<file path="src/hw/rtl/npcm_pkg.sv">
package npcm_pkg;

  localparam int unsigned ChanW  = 12;
  localparam int unsigned IdxW   = 4;
  localparam int unsigned CountW = 5;
  localparam int unsigned SqW    = 2 * ChanW;
  localparam int unsigned DistW  = 26;
  localparam int unsigned PixW   = 8;

  localparam logic [ChanW-1:0]  PixMax      = 12'd255;
  localparam logic [CountW-1:0] CountReset  = 5'd12;

  typedef enum logic {
    CmdLoad     = 1'b0,
    CmdClassify = 1'b1
  } cmd_e;

  typedef struct packed {
    cmd_e             cmd;
    logic [IdxW-1:0]  entry_index;
    logic [ChanW-1:0] chan_a;
    logic [ChanW-1:0] chan_b;
    logic [ChanW-1:0] chan_c;
  } in_item_t;

  typedef struct packed {
    logic             found;
    logic [IdxW-1:0]  best_index;
    logic [DistW-1:0] best_distance;
  } out_item_t;

  typedef struct packed {
    logic                  valid;
    cmd_e                  cmd;
    logic [IdxW-1:0]       entry_index;
    logic [2:0][ChanW-1:0] chan;
    logic                  have;
    logic [IdxW-1:0]       best_index;
    logic [DistW-1:0]      best_distance;
  } token_t;

endpackage

</file>
<file path="src/hw/rtl/npcm_cell.sv">
module npcm_cell import npcm_pkg::*; #(
  parameter int unsigned CellIdx = 0
) (
  input  logic              clk_i,
  input  logic              rst_ni,
  input  logic              adv_i,
  input  logic [CountW-1:0] count_i,
  input  token_t            tok_i,
  output token_t            tok_o
);

  logic [2:0][ChanW-1:0] entry_q;
  token_t                mid_q;
  token_t                out_q;
  logic [2:0][SqW-1:0]   sq_d;
  logic [2:0][SqW-1:0]   sq_q;
  logic                  write_en;
  logic                  active;
  logic [DistW-1:0]      dist_sum;
  token_t                out_d;

  assign write_en = adv_i && tok_i.valid && (tok_i.cmd == CmdLoad)
                    && (32'(tok_i.entry_index) == 32'(CellIdx));
  assign active   = 32'(count_i) > 32'(CellIdx);

  always_comb begin
    logic [ChanW-1:0] diff;
    for (int k = 0; k < 3; k++) begin
      diff = (entry_q[k] >= tok_i.chan[k]) ? (entry_q[k] - tok_i.chan[k])
                                           : (tok_i.chan[k] - entry_q[k]);
      sq_d[k] = SqW'(diff) * SqW'(diff);
    end
  end

  always_ff @(posedge clk_i) begin
    if (write_en) begin
      entry_q <= tok_i.chan;
    end
    if (adv_i) begin
      sq_q <= sq_d;
    end
  end

  assign dist_sum = DistW'(sq_q[0]) + DistW'(sq_q[1]) + DistW'(sq_q[2]);

  always_comb begin
    out_d = mid_q;
    if (mid_q.valid && (mid_q.cmd == CmdClassify) && active
        && (!mid_q.have || (dist_sum < mid_q.best_distance))) begin
      out_d.have          = 1'b1;
      out_d.best_index    = IdxW'(CellIdx);
      out_d.best_distance = dist_sum;
    end
  end

  always_ff @(posedge clk_i or negedge rst_ni) begin
    if (!rst_ni) begin
      mid_q <= '0;
      out_q <= '0;
    end else if (adv_i) begin
      mid_q <= tok_i;
      out_q <= out_d;
    end
  end

  assign tok_o = out_q;

endmodule

</file>
<file path="config.mk">
export PLATFORM = sky130hd
export DESIGN_NAME = npcm_cell
export DESIGN_NICKNAME = d
export VERILOG_FILES = /design/src/hw/rtl/npcm_pkg.sv /design/src/hw/rtl/npcm_cell.sv
export SDC_FILE = /design/constraint.sdc
export NUM_CORES = 1
export LEC_CHECK = 0
export BUFFER_PORTS_ARGS = -buffer_cell sky130_fd_sc_hd__buf_2
export CORE_AREA = 10 10 163 279
export DETAILED_ROUTE_END_ITERATION = 6
export DIE_AREA = 0 0 173 289
export HOLD_SLACK_MARGIN = 0.1
export PLACE_DENSITY = 0.86
export SYNTH_ARGS = -nofsm -noshare
export SYNTH_HDL_FRONTEND = slang
export SYNTH_SLANG_ARGS = --single-unit
</file>
<file path="constraint.sdc">
create_clock -name clk_i -period 11.95 [get_ports clk_i]
set_input_delay 0.5975 -clock clk_i [delete_from_list [all_inputs] [get_ports clk_i]]
set_output_delay 0.5975 -clock clk_i [all_outputs]
set_load 0.02 [all_outputs]
</file>
==> impl_metrics.yaml, run 1 <==
detailed_routing:
  drc: 0
  avgViaCountPerCell: 5.65
  wl_per_cell_microns: 18.2
  firstDrtPassIters: 6
  postRouteAntennaNets: 0
  routed_wl_mm: 58.9
  vias: 18200
  drt-initial-drc-count: 926
yosys:
  ys_top_cells_by_area: "fa_1 (21%), dfrtp_1 (14%), ha_1 (14%)"
  syn_avg_cell_area_sq_um: 9.99
  async_reset_ff_share_pct: 58.2
  synth.most_common_cell: "inv_1"
  synthCells: 2540
  synth_top_family_by_area: "adder cells"
  synth_edf_count: 105
  ys_types: 88
  syn_area_sq_mm: 0.0254
  yosys.area.top_type: "fa_1"
  synth_compound_area_share_pct: 9.89
  ys_top_cells_by_count: "inv_1 (486), ha_1 (284), fa_1 (264)"
  synth_ff_type: "dfrtp_1"
  yosys_warnings: 0
  synth_adder_area_share_pct: 34.8
  synth-simple-area-share_pct: 9.73
  seq_area_frac_synth_pct: 26.8
  synthXorXnorAreaFrac_pct: 4.43
  synth_seq_cells: 251
  synthMuxAreaShare_pct: 5.38
  synth_top_area_share_pct: 20.8
outcome:
  outcome: "complete, no violations"
die:
  start_util_pct: 62.4
  dieArea_sq_mm: 0.0500
  core-area_sq_mm: 0.0407
  die-width_microns: 173
  rows: 98
  io_pins: 154
  fp.dieH_microns: 289
global_route:
  antenna_found_initial: 0
  grt_pass1_vias: 20200
  track_usage_pct: 23.7
  grt_max_degree: 128
  grt_pass1_wl_mm: 97.5
  grt_overflow_total: 0
timing:
  fin_crit_ns: 8.80
  hold_viol_final: 0
  max_slew_margin_pct: 21.2
  finalCritPeriodShare_pct: 73.6
  skew_ns: 0.0283
  finalMaxSlewViolations: 0
  setup_viol: 0
  tightest_slew_ns: 1.17
  max_freq_mhz: 114
  setup_tns_ns: 0
  rsz0062_at_grt: "no"
finish:
  nets: 3291
  syn2layout_area_growth_pct: 8.00
  stdcell_count: 3230
  nFillCells: 3066
  diodes: 0
  drive_gt1_share_pct: 14.0
clock_tree:
  cts_buffers: 24
  insertion_delay_ns: 0.57
  cts_setup_buffers: 0
  cts_root_buf: "clkbuf_16"
  htreeDepth: 1
  clock_sinks: 251
  clk_pin_slew_ns: 0.07
  cts_tree: "done"
  clk_path_buf_depth: 3
critical_path:
  crit_slowest_cell: "xor2_1"
  worstReg2RegStart: "entry_q[0]$_DFFE_PP_"
  reg2reg_depth: 30
  cp-end-kind: "flop"
  worstPathRequired_ns: 12.26
  r2r_slack_ns: 3.15
  regToRegEndpoint: "sq_q[23]$_DFFE_PP_"
  cp_max_fo: 20
  path_class: "flop to flop"
  worstPathArrival_ns: 9.11
  slowest_delay_ns: 0.75
  start_kind: "flop"
hold_path:
  hp-class: "primary input to flop"
  hold_depth: 3
  holdPathEnd: "mid_q[8]$_DFFE_PN0P_"
  min-delay-start: "tok_i[8]"
place:
  portBuffers: 153
  hpwl_mm: 47.8
  globalplace.congestion: 0.931
  dp_cells: 3185
run:
  cap_violations: 0
-- worst max-delay path, delay by kind of cell (launching register included) --
family | cells | cell delay [ns]
and+or+nand+nor | 1 | 0.14
AOI/OAI and AO/OA | 12 | 2.96
buffers and inverters | 6 | 0.35
adders and majority gates | 8 | 3.35
muxes | 1 | 0.42
xor gates and xnor gates | 2 | 0.90
DFF | 1 | 0.41
-- flip-flops by register name (all words and copies together) (netlist names) --
register / flops
mid_q: 73
tok_o: 73
sq_q: 69
entry_q: 36
-- cell families after synthesis --
group	Yosys count
XOR/XNOR	121
flip-flops	251
buffers and inverters	574
multiplexers	123
AND/OR/NAND/NOR	535
other	2
AO/OA/AOI/OAI	386
adder cells (fa/ha/maj)	548
-- cell type report --
class	count	area, sq um	area share, %
timing repair buffer	175	950	3.46
inverter	494	1860	6.77
tap	550	688	2.51
clock inverter	11	111	0.406
sequential	251	6810	24.8
clock buffer	33	666	2.43
multi-input combinational	1716	16300	59.6
-- layout by cell type (no fill, tap or decap), types with 15 or more instances in the layout --
| cell type | n |
|---|---|
| mux2_2 | 100 |
| a31oi_1 | 32 |
| ha_1 | 284 |
| nor2_1 | 224 |
| xnor2_1 | 72 |
| inv_1 | 486 |
| fa_1 | 264 |
| o21ai_0 | 96 |
| nor3_1 | 15 |
| nand2_1 | 125 |
| dfrtp_1 | 146 |
| or2_2 | 28 |
| o21bai_1 | 15 |
| o21a_1 | 15 |
| a21oi_1 | 92 |
| a21o_1 | 54 |
| buf_4 | 21 |
| edfxtp_1 | 105 |
| xor2_1 | 42 |
| mux2i_1 | 21 |
| nand2b_1 | 32 |
| buf_2 | 151 |
| nor2b_1 | 23 |
| clkbuf_16 | 25 |
| nand3_1 | 21 |
-- how the worst max path moves through the flow --
stage / slack (ns) / to / from / depth (start not counted)
final: 3.15 / sq_q[23]$_DFFE_PP_ / entry_q[0]$_DFFE_PP_ / 30
after global routing: 2.58 / sq_q[23]$_DFFE_PP_ / entry_q[0]$_DFFE_PP_ / 30
after CTS: 3.19 / sq_q[23]$_DFFE_PP_ / entry_q[0]$_DFFE_PP_ / 30
after detailed placement: 3.00 / sq_q[47]$_DFFE_PP_ / tok_i[43] / 29
after global placement: 3.23 / sq_q[70]$_DFFE_PP_ / tok_i[55] / 32
after floorplan: 4.29 / sq_q[70]$_DFFE_PP_ / tok_i[55] / 31
-- metrics by stage --
step / area [sq um] / hold slack, ns / utilization [%] / setup slack [ns]
global route: 27400 / 0.236 / 67.3 / 2.58
global placement: 26600 / 0.470 / 65.4 / 3.23
detailed placement: 26600 / 0.489 / 65.4 / 3.00
CTS: 27400 / 0.222 / 67.3 / 3.19
finish: 27400 / 0.245 / 67.3 / 3.15
floorplan: 25400 / 0.302 / - / 4.29
-- per-layer routing --
metal	routed length, microns	global-route usage, %	up-vias
met4	3680	14.0	0
li1	-	-	8454
met1	20100	23.5	8997
met5	0	0	-
met3	2440	2.95	219
met2	32700	46.3	567
-- repair_timing --
action	CTS	global route
resized for setup	0	0
endpoints found under the setup margin	0	0
hold buffers	1	0
hold endpoints to repair	22	0
Power of run 1 is left out: the tool's default activity adds up to more than one toggle a clock period on the data nets, which glitch-free logic cannot reach.
==> run 2, diff against run 1 <==
--- a/config.mk
+++ b/config.mk
@@ -6,11 +6,11 @@
 export NUM_CORES = 1
 export LEC_CHECK = 0
 export BUFFER_PORTS_ARGS = -buffer_cell sky130_fd_sc_hd__buf_2
-export CORE_AREA = 10 10 163 279
+export CORE_AREA = 10 10 171 293
 export DETAILED_ROUTE_END_ITERATION = 6
-export DIE_AREA = 0 0 173 289
+export DIE_AREA = 0 0 181 303
 export HOLD_SLACK_MARGIN = 0.1
-export PLACE_DENSITY = 0.86
+export PLACE_DENSITY = 0.83
 export SYNTH_ARGS = -nofsm -noshare
 export SYNTH_HDL_FRONTEND = slang
 export SYNTH_SLANG_ARGS = --single-unit
==> constraint.sdc (replaced) <==
create_clock -name clk_i -period 7.3 [get_ports clk_i]
set_input_delay 0.365 -clock clk_i [delete_from_list [all_inputs] [get_ports clk_i]]
set_output_delay 0.365 -clock clk_i [all_outputs]
set_load 0.02 [all_outputs]
==> run 2 against run 1 <==
The flow now finishes with violations (negative setup slack). Clock-buffer cell count grew 2. Register-to-register slack lost 3.3 ns. Global-route usage grew 0.26 points. First-iteration DRC count grew 21%. Via count grew 10%. Critical path depth grew 3. Non-clock buffer count grew 369. Flip-flop and latch count is the same. Die area grew 9.7%. Hold slack lost 0.13 ns. Routed wire length grew 18%. Sequential share of layout area shrank 3.3 points.
==> impl_metrics.yaml, run 2 (synthesis gave the netlist of run 1 again) <==
timing:
  hold_viol_final: 0
  setup_tns_ns: -1.08
  skew_ns: 0.0124
  max_freq_mhz: 134
  setup_viol: 10
  fin_crit_ns: 7.49
  max_slew_margin_pct: 37.8
  rsz0062_at_grt: "yes"
  tightest_slew_ns: 0.932
  finalMaxSlewViolations: 0
  finalCritPeriodShare_pct: 103
  fin_ws_ns: -0.185
die:
  start_util_pct: 56.4
  fp.dieH_microns: 303
  io_pins: 154
  rows: 103
  core-area_sq_mm: 0.0450
  die-width_microns: 181
  dieArea_sq_mm: 0.0548
global_route:
  grt_util_met2_pct: 47.8
  gr-usage-met1_pct: 23.0
  met3_usage_pct: 3.22
  track_usage_pct: 24.0
  grt_pass1_vias: 22300
  gr-max-usage-layer: "met2"
  grt_overflow_total: 0
  grt_max_degree: 203
  grt_pass1_wl_mm: 108
  antenna_found_initial: 0
critical_path:
  critPathMostFrequentCell: "fa_1"
  worstPathRequired_ns: 7.75
  worstPathArrival_ns: 7.93
  cp-end-kind: "flop"
  worstReg2RegStart: "entry_q[12]$_DFFE_PP_"
  crit_slowest_cell: "fa_1"
  cp_max_fo: 6
  start_kind: "flop"
  startpoint: "entry_q[12]$_DFFE_PP_"
  path_class: "flop to flop"
  slowest_delay_ns: 0.54
detailed_routing:
  avgViaCountPerCell: 5.55
  firstDrtPassIters: 7
  routed_wl_mm: 69.3
  drc: 0
  vias: 20100
  postRouteAntennaNets: 0
  drt-initial-drc-count: 1124
  wl_per_cell_microns: 19.1
finish:
  final_core_utilization_pct: 70.3
  nFillCells: 2922
  mostFrequentLayoutCells: "inv_1 (455), buf_4 (294), ha_1 (261)"
  diodes: 0
  drive_gt1_share_pct: 28.1
  stdcell_area_sq_mm: 0.0316
  layout_commonest_cell: "inv_1"
  nets: 3661
  syn2layout_area_growth_pct: 24.6
run:
  cap_violations: 0
place:
  portBuffers: 153
  globalplace.congestion: 0.944
  place_area_sq_mm: 0.0284
  hpwl_mm: 51.0
clock_tree:
  htreeDepth: 1
  cts_root_buf: "clkbuf_16"
  insertion_delay_ns: 0.58
  cts_buffers: 25
  cts_tree: "done"
  clk_path_buf_depth: 3
  clock_sinks: 251
  clk_pin_slew_ns: 0.08
hold_path:
  min-delay-start: "tok_i[56]"
  hp-class: "primary input to flop"
outcome:
  violations: "negative setup slack"
  outcome: "complete, but fails checks"
==> run 2: metrics by stage <==
step	hold slack, ns	worst slack, ns	instances
after global placement	0.443	-0.233	3433
after global routing	0.128	-0.582	3628
after floorplan	0.0694	0.00991	2541
final	0.120	-0.185	3628
after CTS	0.102	0.00151	3599
after detailed placement	0.458	-0.356	3433
==> run 2: metal layers <==
metal	wire, microns	up-vias
met2	38500	724
met3	3150	286
li1	-	9203
met4	4450	0
met1	23300	9936
met5	0	-
==> run 2: area by class of cell <==
type                    count  area (sq um)  area share [%]
well taps                 577           722            2.28
clock buffers              35           734            2.32
repair buffers            544          4030            12.8
multi-input cells        1716         17400            55.0
clock inverters            11          88.8           0.281
inverters                 494          1860            5.87
flip-flops and latches    251          6810            21.5
==> run 2: worst paths after layout <==
path	end	slack, ns	cells past startpoint
max in group asynchronous	tok_o[31]$_DFFE_PN0P_	5.55	3
max reg2reg	sq_q[46]$_DFFE_PP_	-0.19	33
min	entry_q[25]$_DFFE_PP_	0.12	2
min reg2reg	tok_o[19]$_DFFE_PN0P_	0.50	2
max	sq_q[46]$_DFFE_PP_	-0.19	33
min in group asynchronous	mid_q[59]$_DFFE_PN0P_	0.38	2
==> run 2: worst max-delay path, delay by kind of cell (launching register included) <==
kind,cells,cell delay [ns]
xor+xnor,1,0.17
flops,1,0.42
fa+ha+maj,8,3.01
compound gates,12,1.92
simple gates,3,0.87
buf+inv,9,0.96
==> run 2: what timing repair did <==
item / in CTS / in global routing
setup buffers: 48 / 39
cloned: 1 / 0
pin swaps: 70 / 85
hold buffers: 71 / 0
hold endpoints to repair: 164 / 0
resized for setup: 116 / 151
endpoints found under the setup margin: 21 / 36
Power of run 2 is left out for the same reason.
